File: src/rtl/core/b64d_pkg.sv
// b64d_pkg: shared types, constants and the character classifier of the
// Base64 stream decoder. No dependencies.
package b64d_pkg;

   localparam logic [7:0] PAD_CHAR   = 8'd61;
   localparam logic [5:0] MASK_HI2   = 6'h30;
   localparam logic [5:0] MASK_HI4   = 6'h3C;
   localparam logic [5:0] MASK_LO4   = 6'h0F;
   localparam logic [5:0] MASK_LO2   = 6'h03;

   localparam logic [1:0] PHASE_FIRST  = 2'd0;
   localparam logic [1:0] PHASE_SECOND = 2'd1;
   localparam logic [1:0] PHASE_THIRD  = 2'd2;
   localparam logic [1:0] PHASE_FOURTH = 2'd3;

   // One classified character as it travels from the front to the back.
   typedef struct packed {
      logic [5:0] sextet;
      logic       is_sextet;
      logic       is_pad;
      logic       last;
   } class_type;

   function automatic class_type classify(input logic [7:0] c, input logic last);
      class_type  r;
      logic [7:0] d;
      r.sextet    = '0;
      r.is_sextet = 1'b0;
      r.is_pad    = (c == PAD_CHAR);
      r.last      = last;
      d           = '0;
      if (c >= 8'h41 && c <= 8'h5A) begin
         d           = c - 8'h41;
         r.sextet    = d[5:0];
         r.is_sextet = 1'b1;
      end else if (c >= 8'h61 && c <= 8'h7A) begin
         d           = c - 8'h61 + 8'd26;
         r.sextet    = d[5:0];
         r.is_sextet = 1'b1;
      end else if (c >= 8'h30 && c <= 8'h39) begin
         d           = c - 8'h30 + 8'd52;
         r.sextet    = d[5:0];
         r.is_sextet = 1'b1;
      end else if (c == 8'h2B) begin
         r.sextet    = 6'd62;
         r.is_sextet = 1'b1;
      end else if (c == 8'h2F) begin
         r.sextet    = 6'd63;
         r.is_sextet = 1'b1;
      end
      return r;
   endfunction

endpackage

File: src/rtl/core/base64_stream_decoder_unit.sv
// base64_stream_decoder_unit: top level of the Base64 stream decoder.
// Depends on b64d_pkg, b64d_front, b64d_queue and b64d_back.
//
//  channel | direction | tdata              | tuser                     | tlast
//  req_    | in        | [7:0] char_in      | -                         | last_char
//  rsp_    | out       | [7:0] data_byte    | [0] byte_valid [1] pad_seen | message_end
//
// One result transaction per input transaction, in order.
// Throughput: one character per cycle while rsp_ is not stalled; a character
// is registered in the queue, then in the back's result register, before rsp_tvalid.
// Reset (synchronous, active high) empties the queue and result register and
// clears group position, held sextet and stopped flag.
// A stalled rsp_ side holds the result; the two-entry queue absorbs input
// until full, then req_tready drops.
module base64_stream_decoder_unit (
   input  logic       clock,
   input  logic       reset,
   input  logic       req_tvalid,
   output logic       req_tready,
   input  logic [7:0] req_tdata,   // [7:0] char_in
   input  logic       req_tlast,
   output logic       rsp_tvalid,
   input  logic       rsp_tready,
   output logic [7:0] rsp_tdata,   // [7:0] data_byte
   output logic [1:0] rsp_tuser,   // [0] byte_valid, [1] pad_seen
   output logic       rsp_tlast
);
   import b64d_pkg::*;

   // Classified characters from the front into the queue.
   logic      push_valid, push_ready;
   class_type push_item;
   // Queue head towards the back.
   logic      pop_valid, pop_ready;
   class_type pop_item;

   // Front: accept and classify each character.
   b64d_front u_front (
      .req_tvalid (req_tvalid),
      .req_tready (req_tready),
      .req_tdata  (req_tdata),
      .req_tlast  (req_tlast),
      .push_valid (push_valid),
      .push_ready (push_ready),
      .push_item  (push_item)
   );

   // Queue: decouple front stalls from back stalls.
   b64d_queue u_queue (
      .clock      (clock),
      .reset      (reset),
      .push_valid (push_valid),
      .push_ready (push_ready),
      .push_item  (push_item),
      .pop_valid  (pop_valid),
      .pop_ready  (pop_ready),
      .pop_item   (pop_item)
   );

   // Back: advance the group state and register the result.
   b64d_back u_back (
      .clock      (clock),
      .reset      (reset),
      .pop_valid  (pop_valid),
      .pop_ready  (pop_ready),
      .pop_item   (pop_item),
      .rsp_tvalid (rsp_tvalid),
      .rsp_tready (rsp_tready),
      .rsp_tdata  (rsp_tdata),
      .rsp_tuser  (rsp_tuser),
      .rsp_tlast  (rsp_tlast)
   );

endmodule

File: src/rtl/core/b64d_front.sv
// b64d_front: accepts input characters and classifies them for the queue.
// Depends on b64d_pkg.
module b64d_front (
   input  logic                  req_tvalid,
   output logic                  req_tready,
   input  logic [7:0]            req_tdata,
   input  logic                  req_tlast,
   output logic                  push_valid,
   input  logic                  push_ready,
   output b64d_pkg::class_type   push_item
);
   import b64d_pkg::*;

   // Map the character to a sextet, pad mark or skip.
   assign push_item  = classify(req_tdata, req_tlast);
   assign push_valid = req_tvalid;
   assign req_tready = push_ready;

endmodule

File: src/rtl/core/b64d_queue.sv
// b64d_queue: two-entry queue of classified characters between front and back.
// Depends on b64d_pkg.
module b64d_queue (
   input  logic                  clock,
   input  logic                  reset,
   input  logic                  push_valid,
   output logic                  push_ready,
   input  b64d_pkg::class_type   push_item,
   output logic                  pop_valid,
   input  logic                  pop_ready,
   output b64d_pkg::class_type   pop_item
);
   import b64d_pkg::*;

   class_type  entry_ff [2];
   logic       wr_ptr_ff, wr_ptr_in;
   logic       rd_ptr_ff, rd_ptr_in;
   logic [1:0] count_ff,  count_in;
   logic       push, pop;

   assign push_ready = (count_ff != 2'd2);
   assign pop_valid  = (count_ff != 2'd0);
   assign pop_item   = entry_ff[rd_ptr_ff];
   assign push       = push_valid && push_ready;
   assign pop        = pop_valid && pop_ready;

   always_comb begin
      wr_ptr_in = push ? ~wr_ptr_ff : wr_ptr_ff;
      rd_ptr_in = pop  ? ~rd_ptr_ff : rd_ptr_ff;
      count_in  = count_ff + {1'b0, push} - {1'b0, pop};
   end

   always_ff @(posedge clock) begin
      if (reset) begin
         wr_ptr_ff <= 1'b0;
         rd_ptr_ff <= 1'b0;
         count_ff  <= 2'd0;
      end else begin
         wr_ptr_ff <= wr_ptr_in;
         rd_ptr_ff <= rd_ptr_in;
         count_ff  <= count_in;
      end
   end

   always_ff @(posedge clock) begin
      if (push) begin
         entry_ff[wr_ptr_ff] <= push_item;
      end
   end

   a_count_bound: assert property (@(posedge clock) disable iff (reset)
      count_ff != 2'd3)
      else $error("queue count out of range");

   a_pointers_match_count: assert property (@(posedge clock) disable iff (reset)
      (count_ff == 2'd0 || count_ff == 2'd2) |-> (wr_ptr_ff == rd_ptr_ff))
      else $error("queue pointers disagree with count");

endmodule

File: src/rtl/core/b64d_back.sv
// b64d_back: applies classified characters to the group state and holds the
// result register. Depends on b64d_pkg.
module b64d_back (
   input  logic                  clock,
   input  logic                  reset,
   input  logic                  pop_valid,
   output logic                  pop_ready,
   input  b64d_pkg::class_type   pop_item,
   output logic                  rsp_tvalid,
   input  logic                  rsp_tready,
   output logic [7:0]            rsp_tdata,
   output logic [1:0]            rsp_tuser,
   output logic                  rsp_tlast
);
   import b64d_pkg::*;

   logic [1:0] phase_ff,   phase_in;
   logic [5:0] held_ff,    held_in;
   logic       stopped_ff, stopped_in;
   logic       out_valid_ff, out_valid_in;
   logic [7:0] out_byte_ff, out_byte_in;
   logic       out_bvalid_ff, out_bvalid_in;
   logic       out_pad_ff, out_pad_in;
   logic       out_last_ff, out_last_in;
   logic       pop;
   logic [5:0] s;

   assign pop_ready = !out_valid_ff || rsp_tready;
   assign pop       = pop_valid && pop_ready;
   assign s         = pop_item.sextet;

   always_comb begin
      phase_in      = phase_ff;
      held_in       = held_ff;
      stopped_in    = stopped_ff;
      out_valid_in  = out_valid_ff && !rsp_tready;
      out_byte_in   = out_byte_ff;
      out_bvalid_in = out_bvalid_ff;
      out_pad_in    = out_pad_ff;
      out_last_in   = out_last_ff;
      if (pop) begin
         out_valid_in  = 1'b1;
         out_byte_in   = '0;
         out_bvalid_in = 1'b0;
         if (!stopped_ff) begin
            if (pop_item.is_pad && phase_ff[1]) begin
               stopped_in = 1'b1;
            end else if (pop_item.is_sextet) begin
               unique case (phase_ff)
                  PHASE_FIRST: begin
                     out_bvalid_in = 1'b0;
                  end
                  PHASE_SECOND: begin
                     out_byte_in   = {held_ff, 2'(((s & MASK_HI2) >> 4))};
                     out_bvalid_in = 1'b1;
                  end
                  PHASE_THIRD: begin
                     out_byte_in   = {4'(held_ff & MASK_LO4), 4'(((s & MASK_HI4) >> 2))};
                     out_bvalid_in = 1'b1;
                  end
                  PHASE_FOURTH: begin
                     out_byte_in   = {2'(held_ff & MASK_LO2), s};
                     out_bvalid_in = 1'b1;
                  end
                  default: begin
                     out_bvalid_in = 1'b0;
                  end
               endcase
               held_in  = s;
               phase_in = phase_ff + 2'd1;
            end
         end
         out_pad_in  = stopped_in;
         out_last_in = pop_item.last;
         // End of message: drop leftover bits and resume decoding.
         if (pop_item.last) begin
            phase_in   = PHASE_FIRST;
            held_in    = '0;
            stopped_in = 1'b0;
         end
      end
   end

   always_ff @(posedge clock) begin
      if (reset) begin
         phase_ff     <= PHASE_FIRST;
         held_ff      <= '0;
         stopped_ff   <= 1'b0;
         out_valid_ff <= 1'b0;
      end else begin
         phase_ff     <= phase_in;
         held_ff      <= held_in;
         stopped_ff   <= stopped_in;
         out_valid_ff <= out_valid_in;
      end
   end

   always_ff @(posedge clock) begin
      out_byte_ff   <= out_byte_in;
      out_bvalid_ff <= out_bvalid_in;
      out_pad_ff    <= out_pad_in;
      out_last_ff   <= out_last_in;
   end

   assign rsp_tvalid = out_valid_ff;
   assign rsp_tdata  = out_byte_ff;
   assign rsp_tuser  = {out_pad_ff, out_bvalid_ff};
   assign rsp_tlast  = out_last_ff;

   a_clear_at_end: assert property (@(posedge clock) disable iff (reset)
      (pop && pop_item.last) |=> (phase_ff == PHASE_FIRST && held_ff == 6'd0 && !stopped_ff))
      else $error("state not cleared at end of message");

   a_no_byte_after_pad: assert property (@(posedge clock) disable iff (reset)
      (out_valid_ff && out_bvalid_ff) |-> !out_pad_ff)
      else $error("byte produced after padding");

   a_stopped_holds_phase: assert property (@(posedge clock) disable iff (reset)
      (pop && stopped_ff && !pop_item.last) |=> (stopped_ff && $stable(phase_ff)))
      else $error("state moved while stopped");

   a_first_sextet_no_byte: assert property (@(posedge clock) disable iff (reset)
      (pop && !stopped_ff && phase_ff == PHASE_FIRST) |=> !out_bvalid_ff)
      else $error("byte produced on first sextet");

endmodule

File: config.mk
export PLATFORM = sky130hd
export DESIGN_NAME = base64_stream_decoder_unit
export DESIGN_NICKNAME = d
export VERILOG_FILES = /design/src/rtl/core/b64d_pkg.sv /design/src/rtl/core/base64_stream_decoder_unit.sv /design/src/rtl/core/b64d_front.sv /design/src/rtl/core/b64d_queue.sv /design/src/rtl/core/b64d_back.sv
export SDC_FILE = /design/constraint.sdc
export NUM_CORES = 1
export LEC_CHECK = 0
export BUFFER_PORTS_ARGS = -buffer_cell sky130_fd_sc_hd__buf_2
export CORE_UTILIZATION = 65
export CTS_BUF_LIST = sky130_fd_sc_hd__clkbuf_8
export DETAILED_ROUTE_END_ITERATION = 8
export PLACE_DENSITY = 0.85
export SETUP_SLACK_MARGIN = 0.4
export SLEW_MARGIN = 20
export SYNTH_ARGS = -nofsm -noshare
export SYNTH_HDL_FRONTEND = slang
export SYNTH_SLANG_ARGS = --single-unit
File: constraint.sdc
create_clock -name clock -period 3.6 [get_ports clock]
set_clock_uncertainty 0.05 [all_clocks]
set_input_delay 0.18 -clock clock [delete_from_list [all_inputs] [get_ports clock]]
set_output_delay 0.18 -clock clock [all_outputs]
set_load 0.05 [all_outputs]
==> results.cfg, run 1 <==
[routing]
routed_wl_um = 4380
drt_drc_violations_left = 0
viasPerCell = 6.23
drt-pass1-iter-count = 5
dr_total_vias = 1675
antenna_left = 0
wire_per_inst_um = 16.3
first_iter_violations = 164

[die]
initial_core_util_pct = 68.4
die_y_um = 61.5
core-area_mm2 = 0.00336
num_rows = 21
die-area_mm2 = 0.00378
die_w_um = 61.5
pin_count = 26

[placement]
place.gp.congestion = 0.964
hpwl_um = 3080
pre_cts_ws_ps = 1400
io_buffers = 25
dp.cells = 261

[worst_setup_path]
critPathMaxStageDelay_ps = 390
cpMaxStageDelayCell = ha_1
reg2reg_to = u_queue.count_ff[1]$_SDFF_PP0_
path_cells = o21ai_0 -> inv_1 -> ha_1 -> inv_1 -> ha_1 -> xor2_1 -> xnor2_1 -> nor2_1
critPathLaunchType = register
crit_arrival_ps = 2340
cp-end-kind = register
r2r_cells = 8
cp_num_buf_inv = 2
r2r_slack_ps = 1390
crit_type = register to register
worstPathMaxFanout = 14
cp_top_family = adder cells
cp.required_ps = 3730
rr_startpoint = u_queue.count_ff[1]$_SDFF_PP0_

[global_route]
antenna_found_initial = 0
grt.overflow.total = 0
grt_pass1_vias = 1540
grt_max_degree = 15
grt_usage_pct = 25.5
grt_pass1_wl_um = 6940

[power]
intPower_mw = 1.03
ir_worst_vdd_mv = 0.315
pwr-share-comb_pct = 37.9
power_density_mw_per_mm2 = 671
p_leak_nw = 0.990
sequentialPowerShare_pct = 43.8
switching_share_pct = 39.4
clkPwrFrac_pct = 18.3
switchingPower_mw = 0.667
finalPower_mw = 1.69

[final_layout]
fin_nets = 251
fin_util_pct = 75.1
layout.cells.non_filler = 269
fill_cells = 233
layout-area-overhead-vs-synth_pct = 9.79
diodes = 0
final_layout_size_suffix_gt1_share_pct = 20.6

[synth]
synth-edff-count = 29
yosysMostFrequentCell = edfxtp_1
synth_fa_ha_area_share_pct = 8.70
syn_nets = 228
ys.flop_type = edfxtp_1
yosys-top-cells-count = edfxtp_1, nor2_1, ha_1
synth-simple-area-share_pct = 11.5
synth-compound-area-share_pct = 15.4
synth.area.mux_share_pct = 5.87
synthCells = 199
synth.distinct_cells = 41
synth_area_leaders = edfxtp_1, dfxtp_1, ha_1, mux2_2, a222oi_1
synth-xor-area-share_pct = 3.05
synth_top_family_by_area = compound AO/OA/AOI/OAI gates
synth_area_mm2 = 0.00230
postSynthAreaPerCell_um2 = 11.6
ys_seq_area_share_pct = 50.9
synth_top_area_cell = edfxtp_1
ys_ff_latch = 44
synthArstFlopShare_pct = 0
yosysWarnings = 0
synth_top_area_share_pct = 37.8

[job]
maxCapViolCount = 0

[clocking]
clock-sinks = 44
ctsResizeCount = 0
cts_setup_buffers = 0
h-tree-depth = 2
cts_tree = built
cts_buffer_depth = 2
cts_hold_buf = 0
clk_latency_ps = 290
root_buffer = clkbuf_8
clkSlewWorstSetupHoldPaths_ps = 80
numCtsBuffers = 5

[sta]
max_slew_margin_pct = 50.6
slew_violations = 0
finalHoldViolCount = 0
fmax_mhz = 453
fin_crit_sh_pct = 61.3
worst_slack_ps = 1390
rsz0062_at_grt = no
period_minus_slack_ps = 2210
finalSetupViolCount = 0
fin_setup_tns_ps = 0
worst_pin_slew_ps = 735

[status]
status = complete, no violations

[hold_path]
whs_path_depth = 1
hp-class = input pin to register
hold_path_end = u_queue.entry_ff[1][0]$_DFFE_PP_
worstHoldStart = req_tlast
## worst max path at each step
stage                     slack, ps                            from                              to  depth (start not counted)
after CTS                      1380  u_queue.count_ff[1]$_SDFF_PP0_  u_queue.count_ff[1]$_SDFF_PP0_                          8
after floorplan                1300    u_back.rsp_tvalid$_SDFF_PP0_  u_queue.count_ff[1]$_SDFF_PP0_                          9
final                          1390  u_queue.count_ff[1]$_SDFF_PP0_  u_queue.count_ff[1]$_SDFF_PP0_                          8
after detailed placement       1400  u_queue.count_ff[1]$_SDFF_PP0_  u_queue.count_ff[1]$_SDFF_PP0_                          8
after global placement         1470  u_queue.count_ff[1]$_SDFF_PP0_  u_queue.count_ff[1]$_SDFF_PP0_                          8
after global routing           1130  u_queue.count_ff[0]$_SDFF_PP0_  u_queue.count_ff[1]$_SDFF_PP0_                          8
## per-stage QoR
step,area [µm²],hold WS [ps]
detailed placement,2430,339
finish,2530,33.4
floorplan,2300,229
global placement,2430,321
global route,2530,25.2
CTS,2530,32.0
## layout make-up
cell class | count | area, µm² | area share (%)
timing repair buffer | 25 | 125 | 4.95
sequential | 44 | 1170 | 46.4
clock buffer | 6 | 82.6 | 3.27
tap | 46 | 57.6 | 2.28
multi-input combinational | 131 | 1020 | 40.5
clock inverter | 2 | 10.0 | 0.396
inverter | 15 | 56.3 | 2.23
## kinds of logic (layout without fill, tap and decap cells)
logic type      after synthesis  in the layout
simple gates                 53             53
buf+inv                      24             48
flops                        44             44
compound gates               42             42
mux                          12             12
fa+ha+maj                    16             16
xor+xnor                      8              8
## power by group through the flow
stage               sequential, mW  combinational [mW]  clock [mW]
floorplan                    0.868               0.402           0
global placement             0.744               0.614           0
detailed placement           0.752               0.631           0
CTS                          0.743               0.637       0.314
global route                 0.760               0.686       0.334
finish                       0.742               0.641       0.311
## sequential cells by signal, summed over array words and instances, names as in the netlist, named ones only
| register | cells |
|---|---|
| u_back.out_pad_ff | 1 |
| u_queue.wr_ptr_ff | 1 |
| u_queue.count_ff | 2 |
| u_back.rsp_tvalid | 1 |
| u_back.rsp_tlast | 1 |
| u_queue.rd_ptr_ff | 1 |
| u_back.phase_ff | 2 |
| u_queue.entry_ff | 18 |
| u_back.held_ff | 6 |
| u_back.rsp_tdata | 8 |
| u_back.out_bvalid_ff | 1 |
| u_back.stopped_ff | 1 |
## metal layers
layer  wire, µm  share of wire, %  global-route usage [%]
met1       1720                39                    28.4
met2       2350                54                    46.4
met3        194               4.4                    5.25
met4        110               2.5                    11.7
met5          0                 0                       0
## cells in the final DEF, fill, tap and decap left out, types with 3 or more instances in the layout
cell type,instances
edfxtp_1,29
buf_2,25
nor2_1,20
ha_1,16
inv_1,15
dfxtp_1,15
nand2_1,8
mux2_2,8
a222oi_1,8
a32o_1,7
a21oi_1,6
clkbuf_8,6
nand2b_1,5
o21ai_0,5
nor2b_1,4
xnor2_1,4
a31oi_1,4
xor2_1,4
nor3_1,3
nor4_1,3
mux2i_1,3
(Power assumes the default switching activity.)
==> inputs of run 2 (changes only) <==
--- a/config.mk
+++ b/config.mk
@@ -6,10 +6,10 @@
 export NUM_CORES = 1
 export LEC_CHECK = 0
 export BUFFER_PORTS_ARGS = -buffer_cell sky130_fd_sc_hd__buf_2
-export CORE_UTILIZATION = 65
+export CORE_UTILIZATION = 54
 export CTS_BUF_LIST = sky130_fd_sc_hd__clkbuf_8
 export DETAILED_ROUTE_END_ITERATION = 8
-export PLACE_DENSITY = 0.85
+export PLACE_DENSITY = 0.75
 export SETUP_SLACK_MARGIN = 0.4
 export SLEW_MARGIN = 20
 export SYNTH_ARGS = -nofsm -noshare
==> constraint.sdc (replaced) <==
create_clock -name clock -period 2 [get_ports clock]
set_clock_uncertainty 0.05 [all_clocks]
set_input_delay 0.1 -clock clock [delete_from_list [all_inputs] [get_ports clock]]
set_output_delay 0.1 -clock clock [all_outputs]
set_load 0.05 [all_outputs]
==> run 2 against run 1 <==
Worst hold slack improved by 38 ps; critical path depth decreased by 3; design area up 8.1%; clock power is 74% higher; total power up 95%; largest power group is now combinational cells; count of clock-buffer cells in the layout is the same; core utilization fell by 7.8 points; critical path type unchanged; first-iteration DRC count fell by 27%; global-route usage is 3.8 points lower; non-clock buffer count rose by 12.
==> results.cfg, run 2 (synthesis gave the netlist of run 1 again) <==
[worst_setup_path]
crit_arrival_ps = 1790
cp-end-kind = register
critPathLaunchType = register
crit_type = register to register
worstPathMaxFanout = 4
cp.required_ps = 2120

[global_route]
grt_pass1_vias = 1616
grt_max_degree = 14
antenna_found_initial = 0
grt_pass1_wl_um = 7270
grt.overflow.total = 0
grt_usage_pct = 21.6

[final_layout]
layout-area-overhead-vs-synth_pct = 18.7
fin_nets = 263
largest_reg_flops = 18
diodes = 0
final_layout_size_suffix_gt1_share_pct = 32.3
layout_common_cells = edfxtp_1, buf_2, nor2_1
final_common_cell = edfxtp_1
regMostFlops = u_queue.entry_ff

[sta]
fin_crit_sh_pct = 83.2
finalSetupViolCount = 0
max_slew_margin_pct = 71.5
whs_ps = 71.4
fmax_mhz = 601
worst_pin_slew_ps = 416
finalHoldViolCount = 0
period_minus_slack_ps = 1660
fin_setup_tns_ps = 0
rsz0062_at_grt = yes
slew_violations = 0

[power]
finalPower_mw = 3.31
power_density_mw_per_mm2 = 1210
p_leak_nw = 1.07
ir_worst_vdd_mv = 0.826

[placement]
io_buffers = 25
hpwl_um = 3290
place.gp.congestion = 0.847

[die]
pin_count = 26
die_y_um = 67.3
die-area_mm2 = 0.00453
core-area_mm2 = 0.00406
num_rows = 23
die_w_um = 67.3
initial_core_util_pct = 56.7

[clocking]
clock-sinks = 44
cts_tree = built
root_buffer = clkbuf_8
numCtsBuffers = 5
h-tree-depth = 2
clk_latency_ps = 280
cts_buffer_depth = 2
clkSlewWorstSetupHoldPaths_ps = 80

[routing]
drt-pass1-iter-count = 6
first_iter_violations = 119
wire_per_inst_um = 16.0
drt_drc_violations_left = 0
routed_wl_um = 4560
viasPerCell = 5.93
dr_total_vias = 1690
antenna_left = 0

[status]
status = complete, no violations

[hold_path]
hp-class = input pin to register

[job]
maxCapViolCount = 0
-- run 2: critical path: stages, from the launching register on --
cell and delay [ps]:
dfxtp_4 390, mux2_4 320, a211oi_4 330, buf_4 180, mux2i_1 190, a21oi_1 90
-- run 2: final timing paths --
kind                                                      from                               to  slack (ps)  cells past startpoint
worst min register to register  u_back.held_ff[5]$_SDFFE_PP0P_   u_back.held_ff[5]$_SDFFE_PP0P_         460                      1
worst max-delay path                                  register  u_back.phase_ff[0]$_SDFFE_PP0P_         340                      5
worst max register to register                        register  u_back.phase_ff[0]$_SDFFE_PP0P_         340                      5
worst min-delay path                                rsp_tready     u_back.rsp_tvalid$_SDFF_PP0_          70                      3
-- run 2: power breakdown --
group | total, mW | switching, mW | internal [mW]
Sequential | 1.34 | 0.115 | 1.23
Combinational | 1.43 | 0.898 | 0.527
Clock | 0.541 | 0.269 | 0.271
Total | 3.31 | 1.28 | 2.03
-- run 2: timing repair --
item / in CTS / in global routing
pin swaps: 12 / 12
hold buffers: 1 / 0
buffers inserted: 3 / 4
resized for setup: 6 / 13
hold endpoints to repair: 2 / 0
setup endpoints to repair: 17 / 33
-- run 2: cell type report --
| cell class | instances | area (µm²) |
|---|---|---|
| Clock buffer | 6 | 82.6 |
| Clock inverter | 2 | 7.51 |
| Fill cell | 307 | 1330 |
| Inverter | 15 | 61.3 |
| Multi-Input combinational cell | 131 | 1110 |
| Sequential cell | 44 | 1190 |
| Tap cell | 50 | 62.6 |
| Timing Repair Buffer | 37 | 221 |
-- run 2: through the flow --
step / util (%) / std cells / worst slack [ps] / instance area (µm²)
final: 67.3 / 285 / 335 / 2730
after global routing: 67.3 / 285 / 297 / 2730
after CTS: 65.6 / 281 / 333 / 2660
after detailed placement: 62.2 / 269 / 161 / 2520
after global placement: 62.2 / 269 / 218 / 2520
after floorplan: - / 199 / 324 / 2360
-- run 2: layer usage --
metal  up-vias  global-route usage, %  part of all wire [%]
met3        13                   4.73                   3.7
li1        815                      -                     -
met1       802                   23.4                    41
met2        60                   39.1                    53
met5         -                      0                     0
met4         0                   11.2                   2.8
==> inputs of run 3 (changes only) <==
==> constraint.sdc (replaced) <==
create_clock -name clock -period 1.5 [get_ports clock]
set_clock_uncertainty 0.05 [all_clocks]
set_input_delay 0.075 -clock clock [delete_from_list [all_inputs] [get_ports clock]]
set_output_delay 0.075 -clock clock [all_outputs]
set_load 0.05 [all_outputs]
==> run 3 against run 2 <==
Setup slack lost 520 ps; the run now ends with negative setup slack left; highest routed layer unchanged; critical path type unchanged; maximum frequency shrank 1.1%; largest cell class is now multi-input combinational cells; design area grew 31%; cell count grew 15%; routed wire length increased by 45%; die area unchanged; first-iteration DRC count up 150%; count of clock-buffer cells in the layout fell by 1.
==> results.cfg, run 3 (synthesis gave the netlist of run 1 again) <==
[status]
status = finished, violations left
violations = negative setup slack

[sta]
period_minus_slack_ps = 1680
whs_ps = 56.5
worst_pin_slew_ps = 398
worst_slack_ps = -184
rsz0062_at_grt = yes
finalSetupViolCount = 18
fin_crit_sh_pct = 112
finalHoldViolCount = 0
max_slew_margin_pct = 73.5
fmax_mhz = 594
slew_violations = 0

[final_layout]
final_common_cell = buf_4
multiInputGateArea_mm2 = 0.00150
regMostFlops = u_queue.entry_ff
fill_cells = 161
fin_util_pct = 88.4
fin_nets = 306
seq_area_mm2 = 0.00119
largest_reg_flops = 18
final_cell_area_mm2 = 0.00359
final_layout_size_suffix_gt1_share_pct = 59.4
layout_common_cells = buf_4, edfxtp_1, buf_2
diodes = 0
layout-area-overhead-vs-synth_pct = 55.9

[global_route]
grt_max_degree = 15
grt_usage_pct = 28.4
grt.overflow.total = 0
grt_pass1_wl_um = 9180
antenna_found_initial = 0
grt_pass1_vias = 1883

[placement]
place_area_mm2 = 0.00276
place.gp.congestion = 0.854
hpwl_um = 3590
io_buffers = 25

[worst_setup_path]
path_cells = buf_6 -> buf_4 -> mux2_4 -> a222oi_1 -> nor2_2
worstPathMaxFanout = 5
cp-end-kind = register
cp.required_ps = 1500
cp_top_family = flip-flops
cp_num_buf_inv = 2
critPathMaxStageDelay_ps = 380
critPathLaunchType = register
crit_type = register to register
cpMaxStageDelayCell = dfxtp_4
crit_arrival_ps = 1680

[die]
pin_count = 26
die-area_mm2 = 0.00453
initial_core_util_pct = 56.7
num_rows = 23
die_y_um = 67.3
die_w_um = 67.3
core-area_mm2 = 0.00406

[routing]
viasPerCell = 6.08
routed_wl_um = 6600
first_iter_violations = 294
dr_total_vias = 1993
drt-pass1-iter-count = 5
antenna_left = 0
wire_per_inst_um = 20.1
drt_drc_violations_left = 0

[clocking]
cts_buffer_depth = 2
root_buffer = clkbuf_8
clock-sinks = 44
h-tree-depth = 2
numCtsBuffers = 5
cts_tree = built
clkSlewWorstSetupHoldPaths_ps = 90
clk_latency_ps = 300

[hold_path]
hp-class = input pin to register

[power]
ir_worst_vdd_mv = 1.18
power_density_mw_per_mm2 = 1560
p_leak_nw = 1.40

[job]
maxCapViolCount = 0
[run 3: changes by cell type in the layout (fill, tap and decap cells not counted), moves of 4 or more]
cell / previous run / this run
mux2_2: 6 / 2
ha_4: 2 / 9
buf_4: 10 / 36
ha_1: 12 / 7
a21oi_1: 6 / 2
inv_2: 1 / 6
mux2_4: 3 / 7
buf_6: 1 / 17
nor2_1: 17 / 13
inv_1: 15 / 7
buf_2: 25 / 20
[run 3: what timing repair did]
action	4_1_cts	5_1_grt
resized for setup	80	20
hold endpoints to repair	2	0
hold buffers	1	0
setup buffers	20	6
endpoints found under the setup margin	68	68
gates cloned	2	0
pin swaps	30	8
[run 3: worst paths after layout]
path / cells after the start / startpoint / end / slack (ps)
worst max-delay path: 5 / register / u_back.rsp_tdata[0]$_SDFFCE_PP0P_ / -180
worst min-delay path: 3 / rsp_tready / u_back.rsp_tvalid$_SDFF_PP0_ / 60
worst max register to register: 5 / register / u_back.rsp_tdata[0]$_SDFFCE_PP0P_ / -180
worst min register to register: 1 / u_back.held_ff[4]$_SDFFE_PP0P_ / u_back.held_ff[4]$_SDFFE_PP0P_ / 430
[run 3: metal layers]
layer | global-route usage (%) | up-vias | share of wire [%]
li1 | - | 900 | -
met1 | 29.2 | 967 | 37
met2 | 54.1 | 108 | 56
met3 | 6.25 | 18 | 4.7
met4 | 12.5 | 0 | 2.6
met5 | 0 | - | 0
[run 3: worst register-to-register path: stages, from the launching register on]
cell and delay [ps]:
dfxtp_4 380, buf_6 140, buf_4 130, mux2_4 300, a222oi_1 350, nor2_2 70
[run 3: layout make-up]
| class | count | area share (%) |
|---|---|---|
| clock buffers | 5 | 1.92 |
| clock inverters | 3 | 1.19 |
| inverters | 15 | 1.74 |
| multi-input cells | 132 | 41.8 |
| flip-flops and latches | 44 | 33.1 |
| well taps | 50 | 1.74 |
| repair buffers | 79 | 18.6 |
[run 3: stage by stage]
stage                     setup TNS [ps]  instances  power [mW]  worst slack (ps)
final                              -2060        328        5.58              -184
after detailed placement           -2800        291        3.74              -146
after floorplan                    -2860        199        3.22              -176
after global routing               -2650        328        5.78              -240
after CTS                          -1040        322        5.18              -103
after global placement             -1790        291        3.65             -87.2
[run 3: power breakdown]
| part | total (mW) | switching (mW) | internal, mW |
|---|---|---|---|
| Sequential | 1.83 | 0.185 | 1.65 |
| Combinational | 2.84 | 1.53 | 1.31 |
| Clock | 0.914 | 0.421 | 0.493 |
| Total | 5.58 | 2.13 | 3.45 |
